`config.mk`:
```
export PLATFORM = sky130hd
export DESIGN_NAME = pwm_duty_frequency_capture_flat
export DESIGN_NICKNAME = d
export VERILOG_FILES = /design/src/design/pdfc_pkg.sv /design/src/design/pdfc_if.sv /design/src/design/pwm_duty_frequency_capture.sv /design/src/flat_wrapper.sv
export SDC_FILE = /design/constraint.sdc
export NUM_CORES = 1
export LEC_CHECK = 0
export ABC_AREA = 1
export BUFFER_PORTS_ARGS = -buffer_cell sky130_fd_sc_hd__buf_2
export CORE_AREA = 2 2 278 280
export DETAILED_ROUTE_END_ITERATION = 7
export DIE_AREA = 0 0 280 282
export PLACE_DENSITY = 0.39
export RECOVER_POWER = 100
export SKIP_CTS_REPAIR_TIMING = 1
export SLEW_MARGIN = 20
export SYNTH_ARGS = -nofsm -noshare
export SYNTH_HDL_FRONTEND = slang
export SYNTH_SLANG_ARGS = --single-unit
```
`constraint.sdc`:
```
create_clock -name clk -period 11.5 [get_ports clk]
set_input_delay 1.15 -clock clk [delete_from_list [all_inputs] [get_ports clk]]
set_output_delay 1.15 -clock clk [all_outputs]
set_load 0.01 [all_outputs]
```
`src/design/pdfc_pkg.sv`:
```
// Package for the PWM duty/frequency capture block.
// Holds field widths, arithmetic constants and the sequencer state type.
// No dependencies; compile first.
package pdfc_pkg;

    localparam int TS_BITS_DEFAULT = 16;

    localparam int TIME_W = 16;
    localparam int CLK_W  = 24;
    localparam int DUTY_W = 14;
    localparam int FREQ_W = 31;

    localparam logic [CLK_W-1:0]  CLK_HZ_RESET    = 24'd125000;
    localparam logic [DUTY_W-1:0] DUTY_FULL_SCALE = 14'd10000;
    localparam logic [6:0]        CENTI           = 7'd100;

    // quotient bits per division
    localparam int DUTY_STEPS = DUTY_W;
    localparam int FREQ_STEPS = FREQ_W;
    localparam int CNT_W      = $clog2(FREQ_STEPS);

    typedef enum logic [2:0] {
        ST_IDLE,
        ST_SETUP,
        ST_DIV_DUTY,
        ST_DIV_FREQ,
        ST_FINISH
    } pdfc_state_t;

endpackage

```
`src/design/pdfc_if.sv`:
```
// Handshake channels of the PWM duty/frequency capture block.
// Depends on pdfc_pkg for field widths.
interface pdfc_in_if;
    import pdfc_pkg::*;
    logic              valid;
    logic              ready;
    logic              edge_is_rising;
    logic [TIME_W-1:0] capture_time;

    modport source (output valid, edge_is_rising, capture_time, input ready);
    modport sink   (input valid, edge_is_rising, capture_time, output ready);
endinterface

interface pdfc_out_if;
    import pdfc_pkg::*;
    logic              valid;
    logic              ready;
    logic [TIME_W-1:0] high_ticks;
    logic [TIME_W-1:0] period_ticks;
    logic [DUTY_W-1:0] duty_hundredths_pct;
    logic [FREQ_W-1:0] frequency_centihz;
    logic              measurement_valid;

    modport source (output valid, high_ticks, period_ticks, duty_hundredths_pct,
                    frequency_centihz, measurement_valid, input ready);
    modport sink   (input valid, high_ticks, period_ticks, duty_hundredths_pct,
                    frequency_centihz, measurement_valid, output ready);
endinterface

```
`src/design/pwm_duty_frequency_capture.sv`:
```
// Rising and ignored edge words leave the sequencer in ST_IDLE, so capture ready stays high.
// Falling edge word: busy until the result is registered. Invalid measurements skip both
// divisions; high time at or over the period clamps duty and skips its division. One shared
// restoring divider (one quotient bit per cycle) runs the 14-bit duty division, then the
// 31-bit frequency division. A finished result sits in an output register until taken.
// rst_n is asynchronous, active low: clock rate register back to 125000, edge state cleared.
module pwm_duty_frequency_capture
    import pdfc_pkg::*;
#(
    parameter int TIMESTAMP_BITS = TS_BITS_DEFAULT
)
(
    input  logic             clk,
    input  logic             rst_n,
    pdfc_in_if.sink          capture,
    pdfc_out_if.source       result,
    input  logic             cfg_we,
    input  logic [CLK_W-1:0] cfg_wdata
);

    localparam int TW  = TIMESTAMP_BITS;
    localparam int DPW = TW + DUTY_W;

    pdfc_state_t      state_reg, state_next;
    logic [CLK_W-1:0] clk_hz_reg;
    logic             wait_fall_reg, wait_fall_next;
    logic [TW-1:0]    pend_reg, pend_next;
    logic [TW-1:0]    last_reg, last_next;
    logic [1:0]       rises_reg, rises_next;
    logic             ov_reg, ov_next;

    logic [TW-1:0]     high_reg, high_next;
    logic [TW-1:0]     period_reg, period_next;
    logic              mvalid_reg, mvalid_next;
    logic [TW-1:0]     rem_reg, rem_next;
    logic [FREQ_W-1:0] quo_reg, quo_next;
    logic [CNT_W-1:0]  cnt_reg, cnt_next;
    logic [DUTY_W-1:0] duty_reg, duty_next;
    logic [FREQ_W-1:0] freq_reg, freq_next;

    logic [TIME_W-1:0] o_high_reg, o_high_next;
    logic [TIME_W-1:0] o_period_reg, o_period_next;
    logic [DUTY_W-1:0] o_duty_reg, o_duty_next;
    logic [FREQ_W-1:0] o_freq_reg, o_freq_next;
    logic              o_mvalid_reg, o_mvalid_next;

    logic              in_fire;
    logic [TW-1:0]     t_cur;
    logic [TW-1:0]     period_raw;
    logic [DPW-1:0]    duty_prod;
    logic [FREQ_W-1:0] freq_prod;
    logic [TW:0]       rem_sh;
    logic [TW:0]       rem_diff;
    logic              take;
    logic [TW-1:0]     rem_step;
    logic [FREQ_W-1:0] quo_step;

    assign capture.ready = (state_reg == ST_IDLE);
    assign in_fire       = capture.valid && capture.ready;
    assign t_cur         = TW'(capture.capture_time);
    assign period_raw    = pend_reg - last_reg;

    assign duty_prod = {{DUTY_W{1'b0}}, high_reg} * DPW'(DUTY_FULL_SCALE);
    assign freq_prod = {{(FREQ_W-CLK_W){1'b0}}, clk_hz_reg} * FREQ_W'(CENTI);

    // shared divider step: shift in the next numerator bit, subtract if it fits
    assign rem_sh   = {rem_reg, quo_reg[FREQ_W-1]};
    assign rem_diff = rem_sh - {1'b0, period_reg};
    assign take     = (rem_sh >= {1'b0, period_reg});
    assign rem_step = take ? rem_diff[TW-1:0] : rem_sh[TW-1:0];
    assign quo_step = {quo_reg[FREQ_W-2:0], take};

    assign result.valid               = ov_reg;
    assign result.high_ticks          = o_high_reg;
    assign result.period_ticks        = o_period_reg;
    assign result.duty_hundredths_pct = o_duty_reg;
    assign result.frequency_centihz   = o_freq_reg;
    assign result.measurement_valid   = o_mvalid_reg;

    always_ff @(posedge clk or negedge rst_n)
    begin
        if (!rst_n)
        begin
            state_reg <= ST_IDLE;
        end
        else
        begin
            state_reg <= state_next;
        end
    end

    always_ff @(posedge clk or negedge rst_n)
    begin
        if (!rst_n)
        begin
            clk_hz_reg    <= CLK_HZ_RESET;
            wait_fall_reg <= 1'b0;
            pend_reg      <= '0;
            last_reg      <= '0;
            rises_reg     <= '0;
            ov_reg        <= 1'b0;
        end
        else
        begin
            if (cfg_we)
            begin
                clk_hz_reg <= cfg_wdata;
            end
            wait_fall_reg <= wait_fall_next;
            pend_reg      <= pend_next;
            last_reg      <= last_next;
            rises_reg     <= rises_next;
            ov_reg        <= ov_next;
        end
    end

    always_ff @(posedge clk)
    begin
        high_reg     <= high_next;
        period_reg   <= period_next;
        mvalid_reg   <= mvalid_next;
        rem_reg      <= rem_next;
        quo_reg      <= quo_next;
        cnt_reg      <= cnt_next;
        duty_reg     <= duty_next;
        freq_reg     <= freq_next;
        o_high_reg   <= o_high_next;
        o_period_reg <= o_period_next;
        o_duty_reg   <= o_duty_next;
        o_freq_reg   <= o_freq_next;
        o_mvalid_reg <= o_mvalid_next;
    end

    always_comb
    begin
        state_next     = state_reg;
        wait_fall_next = wait_fall_reg;
        pend_next      = pend_reg;
        last_next      = last_reg;
        rises_next     = rises_reg;
        ov_next        = ov_reg;
        high_next      = high_reg;
        period_next    = period_reg;
        mvalid_next    = mvalid_reg;
        rem_next       = rem_reg;
        quo_next       = quo_reg;
        cnt_next       = cnt_reg;
        duty_next      = duty_reg;
        freq_next      = freq_reg;
        o_high_next    = o_high_reg;
        o_period_next  = o_period_reg;
        o_duty_next    = o_duty_reg;
        o_freq_next    = o_freq_reg;
        o_mvalid_next  = o_mvalid_reg;

        if (result.valid && result.ready)
        begin
            ov_next = 1'b0;
        end

        unique case (state_reg)
            ST_IDLE:
            begin
                if (in_fire)
                begin
                    if (!wait_fall_reg && capture.edge_is_rising)
                    begin
                        pend_next      = t_cur;
                        wait_fall_next = 1'b1;
                        if (!rises_reg[1])
                        begin
                            rises_next = rises_reg + 2'd1;
                        end
                    end
                    else if (wait_fall_reg && !capture.edge_is_rising)
                    begin
                        high_next      = t_cur - pend_reg;
                        period_next    = rises_reg[1] ? period_raw : '0;
                        mvalid_next    = rises_reg[1] && (period_raw != '0);
                        last_next      = pend_reg;
                        wait_fall_next = 1'b0;
                        state_next     = ST_SETUP;
                    end
                end
            end

            ST_SETUP:
            begin
                duty_next = '0;
                freq_next = '0;
                if (!mvalid_reg)
                begin
                    state_next = ST_FINISH;
                end
                else if (high_reg >= period_reg)
                begin
                    // quotient would reach full scale anyway: clamp and skip duty
                    duty_next  = DUTY_FULL_SCALE;
                    rem_next   = '0;
                    quo_next   = freq_prod;
                    cnt_next   = CNT_W'(FREQ_STEPS - 1);
                    state_next = ST_DIV_FREQ;
                end
                else
                begin
                    // high < period keeps the quotient below 2^14
                    rem_next   = duty_prod[DPW-1:DUTY_STEPS];
                    quo_next   = {duty_prod[DUTY_STEPS-1:0], {(FREQ_W-DUTY_STEPS){1'b0}}};
                    cnt_next   = CNT_W'(DUTY_STEPS - 1);
                    state_next = ST_DIV_DUTY;
                end
            end

            ST_DIV_DUTY:
            begin
                rem_next = rem_step;
                quo_next = quo_step;
                cnt_next = cnt_reg - 1'b1;
                if (cnt_reg == '0)
                begin
                    duty_next  = quo_step[DUTY_W-1:0];
                    rem_next   = '0;
                    quo_next   = freq_prod;
                    cnt_next   = CNT_W'(FREQ_STEPS - 1);
                    state_next = ST_DIV_FREQ;
                end
            end

            ST_DIV_FREQ:
            begin
                rem_next = rem_step;
                quo_next = quo_step;
                cnt_next = cnt_reg - 1'b1;
                if (cnt_reg == '0)
                begin
                    freq_next  = quo_step;
                    state_next = ST_FINISH;
                end
            end

            ST_FINISH:
            begin
                // hold until the output register is free
                if (!ov_next)
                begin
                    ov_next       = 1'b1;
                    o_high_next   = TIME_W'(high_reg);
                    o_period_next = TIME_W'(period_reg);
                    o_duty_next   = duty_reg;
                    o_freq_next   = freq_reg;
                    o_mvalid_next = mvalid_reg;
                    state_next    = ST_IDLE;
                end
            end

            default:
            begin
                state_next = ST_IDLE;
            end
        endcase
    end

endmodule

```
`src/flat_wrapper.sv`:
```
// flat-port wrapper written by rule: the top's interface ports become plain ports
module pwm_duty_frequency_capture_flat import pdfc_pkg::*;
#(
    parameter int TIMESTAMP_BITS = TS_BITS_DEFAULT
)
  (clk, rst_n, cfg_we, cfg_wdata, capture_valid, capture_edge_is_rising, capture_capture_time, capture_ready, result_valid, result_high_ticks, result_period_ticks, result_duty_hundredths_pct, result_frequency_centihz, result_measurement_valid, result_ready);
  pdfc_in_if capture_i ();
  pdfc_out_if result_i ();
  input  logic clk;
  input  logic rst_n;
  input  logic cfg_we;
  input  logic [CLK_W-1:0] cfg_wdata;
  input wire logic [$bits(capture_i.valid)-1:0] capture_valid;
  input wire logic [$bits(capture_i.edge_is_rising)-1:0] capture_edge_is_rising;
  input wire logic [$bits(capture_i.capture_time)-1:0] capture_capture_time;
  output wire logic [$bits(capture_i.ready)-1:0] capture_ready;
  output wire logic [$bits(result_i.valid)-1:0] result_valid;
  output wire logic [$bits(result_i.high_ticks)-1:0] result_high_ticks;
  output wire logic [$bits(result_i.period_ticks)-1:0] result_period_ticks;
  output wire logic [$bits(result_i.duty_hundredths_pct)-1:0] result_duty_hundredths_pct;
  output wire logic [$bits(result_i.frequency_centihz)-1:0] result_frequency_centihz;
  output wire logic [$bits(result_i.measurement_valid)-1:0] result_measurement_valid;
  input wire logic [$bits(result_i.ready)-1:0] result_ready;
  assign capture_i.valid = capture_valid;
  assign capture_i.edge_is_rising = capture_edge_is_rising;
  assign capture_i.capture_time = capture_capture_time;
  assign capture_ready = capture_i.ready;
  assign result_valid = result_i.valid;
  assign result_high_ticks = result_i.high_ticks;
  assign result_period_ticks = result_i.period_ticks;
  assign result_duty_hundredths_pct = result_i.duty_hundredths_pct;
  assign result_frequency_centihz = result_i.frequency_centihz;
  assign result_measurement_valid = result_i.measurement_valid;
  assign result_i.ready = result_ready;
  pwm_duty_frequency_capture #(.TIMESTAMP_BITS(TIMESTAMP_BITS)) u_core (.clk(clk), .rst_n(rst_n), .capture(capture_i), .result(result_i), .cfg_we(cfg_we), .cfg_wdata(cfg_wdata));
endmodule
```
==> metrics.csv, run 1 <==
stage,metric,value,unit
place,dpl_cell_area,20620,um^2
setup_path,startpoint,u_core.state_reg[0],
setup_path,crit_arrival,5640,ps
yosys,ys.flop_type,edfxtp_1,
place,hpwlAfterDp,41870,um
yosys,yosys-top-cells-area,"edfxtp_1 33%, ha_1 14%, nand2_1 9.9%",
setup_path,end_kind,flip-flop,
yosys,netlist_area,18820,um^2
timing,setup_viol,0,
setup_path,slowest_stage,nor2_1,
power_and_ir_drop,power.leakage,10.37,nW
timing,min_period,5533,ps
power_and_ir_drop,seq_power_share,28.6,%
routing,antenna_left,0,
yosys,synth-seq-cells,271,
layout,fin_cells,3327,
routing,wirelength,52540,um
yosys,synth-xor-area-share,2.745,%
layout,mostFrequentLayoutCell,nand2_1,
yosys,yosysTopAreaCell,edfxtp_1,
place,place_inst,3261,
power_and_ir_drop,intPower,3.178,mW
yosys,synth_mux_area_share,0.2991,%
yosys,synthSimpleGateAreaFrac,18.41,%
timing,worstMarginPinSlew,3953,ps
cts,clockBufferDepth,3,
yosys,synthAdderAreaFrac,20.16,%
die,initial_core_util,24.86,%
layout,nNetsFinal,2637,
power_and_ir_drop,combPwrFrac,52.3,%
place,place.gp.congestion,0.8420,
power_and_ir_drop,switchingPower,2.621,mW
setup_path,slowest_delay,2150,ps
timing,tns,0,ps
layout,final_area,21600,um^2
setup_path,r2r_cells,4,
yosys,synth_cell_types,44,
grt,grt_max_degree,65,
timing,rsz0062_at_grt,no,
cts,numCtsBuffers,36,
power_and_ir_drop,power_frac_clock,19.1,%
status,status,"finished, violations left",
timing,drv_slew,351,
setup_path,worstSetupEndpoint,u_core.result.duty_hundredths_pct[7],
die,io_pins,126,
cts,cts_tree,done,
setup_path,startpoint_type,flip-flop,
routing,drc,0,
status,violations,"capacitance limit, slew limit",
yosys,seq_area_frac_synth,41.61,%
setup_path,crit_type,reg -> reg,
routing,viasPerCell,4.283,
grt,antenna_found_initial,2,
grt,grt_pass1_vias,14770,
setup_path,timing.rr.start,u_core.state_reg[0],
yosys,synthArstFlopShare,23.25,%
place,place.port_buffers,125,
power_and_ir_drop,power_density,268.4,nW/um^2
yosys,syn_avg_cell_area,8.642,um^2
power_and_ir_drop,vdd_drop_max,0.1369,mV
power_and_ir_drop,switching_share,45.19,%
cts,clock-sinks,271,
yosys,synthCells,2178,
cts,clk_latency,560,ps
timing,final_hold_viol_count,0,
cts,clk_pin_slew_worst_paths,60,ps
grt,grt_pass1_wl,83260,um
cts,cts-root-buf,clkbuf_16,
setup_path,crit_fanout,48,
setup_path,reg2reg_to,u_core.result.duty_hundredths_pct[7],
layout,layout_common_cells,"498 x nand2_1, 455 x inv_1, 212 x ha_1",
die,rows,101,
yosys,synth-edff-count,208,
timing,fin_skew,19.66,ps
timing,fin_crit_sh,48.12,%
die,die_area,78960,um^2
yosys,syn_nets,2493,
timing,relSlewSlack,-163.5,%
die,dieWidth,280,um
setup_path,path_cells,"nor2_1, nand2_1, nor2_1, clkbuf_1",
routing,drt_pass1_iterations,5,
layout,drive_above_1_share,5.366,%
yosys,synth_top_area_share,33.18,%
setup_path,worstPathRequired,11610,ps
job,maxCapViolations,8,
routing,drtIter0Drc,849,
yosys,synth_top_family_by_area,adder cells,
setup_path,cp_common_cell,nor2_1,
cts,cts_htree_levels,2,
min_path,hold_class,reg -> reg,
layout,num-fill-cells,8124,
yosys,synth_compound_area_share,6.860,%
timing,fmax,180.7,MHz
grt,grt_usage,13.54,%
setup_path,r2r_setup_slack,5970,ps
layout,final_util,28.54,%
routing,post_drt_wl_per_cell,15.79,um
die,fp.dieH,282,um
grt,grt_overflow,0,
yosys,yosysWarnings,0,
die,core_area,75700,um^2
layout,area_growth,14.78,%
routing,vias,14250,
[worst max-delay path: cells and delay by family, from the launching register on]
| family | cells | cell delay, ps |
|---|---|---|
| buf+inv | 1 | 2050 |
| flops | 1 | 410 |
| simple gates | 3 | 2570 |
[cell type report]
type                    count  area, um^2  area share (%)
multi-input cells        1421        9112           42.18
flip-flops and latches    271        7831           36.25
inverters                 460        1728           7.998
well taps                 978        1224           5.664
clock buffers              40       925.9           4.286
repair buffers            132       550.5           2.548
clock inverters            24       229.0           1.060
diodes                      1       2.502         0.01158
[synthesized netlist by cell type (2+ instances only)]
| cell type | count |
|---|---|
| o21ai_0 | 98 |
| nor2_4 | 2 |
| ha_1 | 212 |
| and2_1 | 4 |
| a21boi_0 | 2 |
| o21a_1 | 4 |
| nand3b_1 | 5 |
| dfstp_2 | 7 |
| buf_2 | 9 |
| dfrtp_1 | 56 |
| clkinv_1 | 2 |
| xnor2_1 | 24 |
| a21oi_1 | 98 |
| nor4_1 | 2 |
| nand2_1 | 497 |
| clkbuf_1 | 13 |
| buf_4 | 2 |
| inv_2 | 6 |
| a21o_1 | 6 |
| o22ai_1 | 16 |
| a31oi_1 | 2 |
| nand3_1 | 97 |
| mux2_2 | 5 |
| xor2_1 | 35 |
| nand4_1 | 22 |
| nor2_1 | 191 |
| o21bai_1 | 9 |
| nand2_2 | 7 |
| inv_1 | 451 |
| edfxtp_1 | 208 |
| nor3_1 | 17 |
| fa_1 | 57 |
[how the worst min path moves through the flow]
stage	cells past startpoint	slack, ps	startpoint	end
after floorplan	0	400	u_core.duty_reg[0]	u_core.result.duty_hundredths_pct[0]
after global placement	0	400	u_core.freq_reg[24]	u_core.result.frequency_centihz[24]
after detailed placement	0	410	u_core.freq_reg[24]	u_core.result.frequency_centihz[24]
after CTS	0	410	u_core.freq_reg[24]	u_core.result.frequency_centihz[24]
after global routing	0	420	u_core.duty_reg[2]	u_core.result.duty_hundredths_pct[2]
final	0	420	u_core.freq_reg[24]	u_core.result.frequency_centihz[24]
[power by group through the flow]
stage | clock network (mW) | logic (mW) | registers (mW)
global route | 1.19 | 3.51 | 1.69
floorplan | 0 | 2.23 | 1.63
finish | 1.11 | 3.03 | 1.66
global placement | 0 | 3.09 | 1.66
CTS | 1.15 | 3.10 | 1.65
detailed placement | 0 | 3.08 | 1.67
[stage by stage]
stage,setup slack (ps),hold WS (ps),power [mW]
after global placement,6842,402.8,4.752
after global routing,5322,418.6,6.385
final,5967,418.4,5.799
after CTS,6800,413.0,5.898
after detailed placement,6828,405.2,4.744
after floorplan,6557,400.3,3.865
[layer usage]
layer / part of all wire [%] / vias up / track usage [%]
li1: - / 7267 / -
met1: 49 / 6685 / 18.90
met2: 45 / 237 / 21.99
met3: 3.6 / 60 / 1.914
met4: 2.1 / 2 / 3.414
met5: 0.021 / - / 0
[cells by family after synthesis]
logic type / count (synthesis)
and+or+nand+nor: 848
buffers and inverters: 486
DFF: 271
adders and majority gates: 269
AOI/OAI and AO/OA: 240
xor gates and xnor gates: 59
muxes: 5
No activity file was read; power rests on OpenSTA's default activity.
==> run 2, diff against run 1 <==
- ABC_AREA: 1 -> 0
- CORE_AREA: 2 2 278 280 -> 2 2 267 269
- DIE_AREA: 0 0 280 282 -> 0 0 269 271
- PLACE_DENSITY: 0.39 -> 0.4
- clock period: 11.5 -> 5.6 ns (I/O delays scaled with it)
==> run 2 against run 1 <==
  * The run still ends with capacitance limit, slew limit left
  * Design area decreased by 6.2%
  * Sequential power increased by 96%
  * First-iteration DRC count decreased by 36%
  * Critical path type unchanged
==> metrics.csv, run 2 <==
stage,metric,value,unit,change
status,status,"finished, violations left",,unchanged
status,violations,"capacitance limit, slew limit",,unchanged
layout,mostFrequentLayoutCell,inv_1,,was nand2_1
timing,worstMarginPinSlew,3440,ps,was 3953 ps
timing,setup_viol,0,,unchanged
die,initial_core_util,24.96,%,was 24.86%
job,maxCapViolations,6,,was 8
yosys,yosys-top-cells-count,"255 x inv_1, 212 x ha_1, 208 x edfxtp_1",,"was 497 x nand2_1, 451 x inv_1, 212 x ha_1"
timing,drv_slew,251,,was 351
layout,nNetsFinal,2047,,"was 2,637"
cts,numCtsBuffers,37,,was 36
die,rows,97,,was 101
grt,grt_pass1_vias,12130,,"was 14,770"
place,place.gp.congestion,0.7953,,was 0.8420
yosys,synthCells,1585,,"was 2,178"
yosys,synth-edff-count,208,,unchanged
routing,post_drt_wl_per_cell,15.95,um,was 15.79 um
cts,clk_pin_slew_worst_paths,60,ps,about the same
routing,drc,0,,unchanged
layout,layout_common_cells,"255 x inv_1, 212 x ha_1, 208 x edfxtp_1",,"was 498 x nand2_1, 455 x inv_1, 212 x ha_1"
yosys,seq_area_frac_synth,44.95,%,was 41.61%
power_and_ir_drop,power.total,10.13,mW,was 5.799 mW
yosys,synth_most_common_cell,inv_1,,was nand2_1
layout,num-fill-cells,7324,,"was 8,124"
place,place.port_buffers,125,,unchanged
grt,grt_overflow,0,,unchanged
routing,antenna_left,0,,unchanged
place,pre_cts_ws,188.4,ps,was 6828 ps
grt,grt_max_degree,56,,was 65
yosys,syn_nets,1900,,"was 2,493"
grt,antenna_found_initial,0,,was 2
yosys,netlist_area,17420,um^2,"was 18,820 um^2"
timing,fmax,194.1,MHz,was 180.7 MHz
timing,rsz0062_at_grt,no,,unchanged
cts,cts_htree_levels,2,,unchanged
timing,fin_skew,27.83,ps,was 19.66 ps
grt,grt_pass1_wl,68060,um,"was 83,260 um"
timing,min_period,5153,ps,was 5533 ps
setup_path,worstPathRequired,5870,ps,"was 11,610 ps"
layout,multi_input_area,8484,um^2,was 9112 um^2
yosys,yosys-top-cells-area,"edfxtp_1 36%, ha_1 15%, dfrtp_1 8.0%",,"was edfxtp_1 33%, ha_1 14%, nand2_1 9.9%"
cts,cts_tree,done,,unchanged
grt,grt_usage,11.95,%,was 13.54%
yosys,synth-seq-cells,271,,unchanged
setup_path,crit_arrival,5420,ps,was 5640 ps
die,die_area,72900,um^2,"was 78,960 um^2"
yosys,synth_cell_types,68,,was 44
layout,seqCellArea,7831,um^2,unchanged
setup_path,crit_type,reg -> reg,,unchanged
cts,clock-sinks,271,,unchanged
yosys,synthArstFlopShare,23.25,%,unchanged
timing,final_hold_viol_count,0,,unchanged
routing,vias,11590,,"was 14,250"
power_and_ir_drop,power_density,500.1,nW/um^2,was 268.4 nW/um^2
layout,area_growth,16.30,%,was 14.78%
power_and_ir_drop,power.leakage,8.910,nW,was 10.37 nW
timing,tns,0,ps,unchanged
yosys,syn_avg_cell_area,10.99,um^2,was 8.642 um^2
yosys,yosysWarnings,0,,unchanged
place,hpwlAfterDp,33530,um,"was 41,870 um"
cts,clk_latency,560,ps,about the same
setup_path,crit_fanout,6,,was 48
die,io_pins,126,,unchanged
timing,timing.final.ws_setup,447.2,ps,was 5967 ps
power_and_ir_drop,vdd_drop_max,0.3005,mV,was 0.1369 mV
layout,num_antenna_cells,0,,was 1
cts,cts-root-buf,clkbuf_16,,unchanged
routing,wirelength,43070,um,"was 52,540 um"
routing,drtIter0Drc,542,,was 849
die,fp.dieH,271,um,was 282 um
timing,fin_crit_sh,92.01,%,was 48.12%
timing,relSlewSlack,-129.3,%,was -163.5%
setup_path,end_kind,flip-flop,,unchanged
setup_path,startpoint_type,flip-flop,,unchanged
yosys,synth_top_area_share,35.85,%,was 33.18%
min_path,hold_class,in -> reg,,was reg -> reg
die,dieWidth,269,um,was 280 um
die,core_area,69790,um^2,"was 75,700 um^2"
yosys,ys.flop_type,edfxtp_1,,unchanged
layout,drive_above_1_share,8.182,%,was 5.366%
routing,drt_pass1_iterations,4,,was 5
cts,clockBufferDepth,3,,unchanged
routing,viasPerCell,4.292,,was 4.283
yosys,yosysTopAreaCell,edfxtp_1,,unchanged
run 2: changes by cell type in the layout (fill, tap and decap cells not counted), moves of 33 or more:
cell | previous run | this run
nor2_1 | 191 | 76
a21o_1 | 6 | 39
inv_1 | 455 | 255
and3_1 | 0 | 38
a21oi_1 | 98 | 62
nand3_1 | 97 | 19
nand2_1 | 498 | 98
run 2: worst paths after layout:
kind | startpoint | endpoint | slack [ps] | cells after the start
max | u_core.high_reg[4] | u_core.rem_reg[14] | 450 | 20
min | cfg_wdata[7] | u_core.clk_hz_reg[7] | 210 | 3
max reg2reg | u_core.high_reg[4] | u_core.rem_reg[14] | 450 | 20
min reg2reg | u_core.freq_reg[12] | u_core.result.frequency_centihz[12] | 420 | 0
max in group asynchronous | rst_n | u_core.clk_hz_reg[12] | 1390 | 3
min in group asynchronous | rst_n | u_core.rises_reg[0] | 510 | 2
run 2: layout make-up:
cell class                 instances  area share [%]
tap                              940           5.805
clock buffer                      41           4.644
inverter                         255           4.724
clock inverter                    26           1.247
multi-input combinational       1021           41.88
timing repair buffer             146           3.051
sequential                       271           38.65
run 2: power breakdown:
part           internal, mW  switching (mW)
Sequential             2.96           0.290
Clock                  1.33           0.966
Combinational          1.90            2.68
Total                  6.19            3.94
run 2: cells by family (layout without fill, tap and decap cells):
kind of cell | after synthesis | after routing | synth area share, %
xor gates and xnor gates | 74 | 74 | 3.720
AOI/OAI and AO/OA | 323 | 323 | 12.23
muxes | 30 | 30 | 1.896
buffers and inverters | 293 | 468 | 6.342
DFF | 271 | 271 | 44.95
adders and majority gates | 269 | 269 | 21.78
and+or+nand+nor | 325 | 325 | 9.079
run 2: per-layer routing:
layer	vias to the layer above	GRT usage [%]	wire [um]
li1	5858	-	-
met1	5561	16.63	21450
met2	119	19.28	19600
met3	50	1.757	1213
met4	0	3.143	802
met5	-	0	0
run 2: critical path, stage by stage, from the launching register on:
cell and delay [ps]:
edfxtp_1 330, inv_1 100, fa_1 540, inv_1 40, ha_1 260, inv_1 50, fa_1 520, inv_1 40
ha_1 260, inv_1 50, fa_1 490, inv_1 40, ha_1 240, or4_1 490, a31oi_1 230, o41ai_2 130
a21o_1 240, a2111oi_2 430, o31ai_1 150, xnor2_1 170, o22ai_1 80
run 2: through the flow:
step / hold slack [ps] / cell area (um^2) / utilization (%) / cells
finish: 213.7 / 20260 / 29.03 / 2700
global route: 202.3 / 20260 / 29.03 / 2700
CTS: -194.6 / 20450 / 29.30 / 2698
detailed placement: 404.2 / 19250 / 27.59 / 2631
global placement: 401.1 / 19250 / 27.59 / 2631
floorplan: 264.4 / 17420 / - / 1585
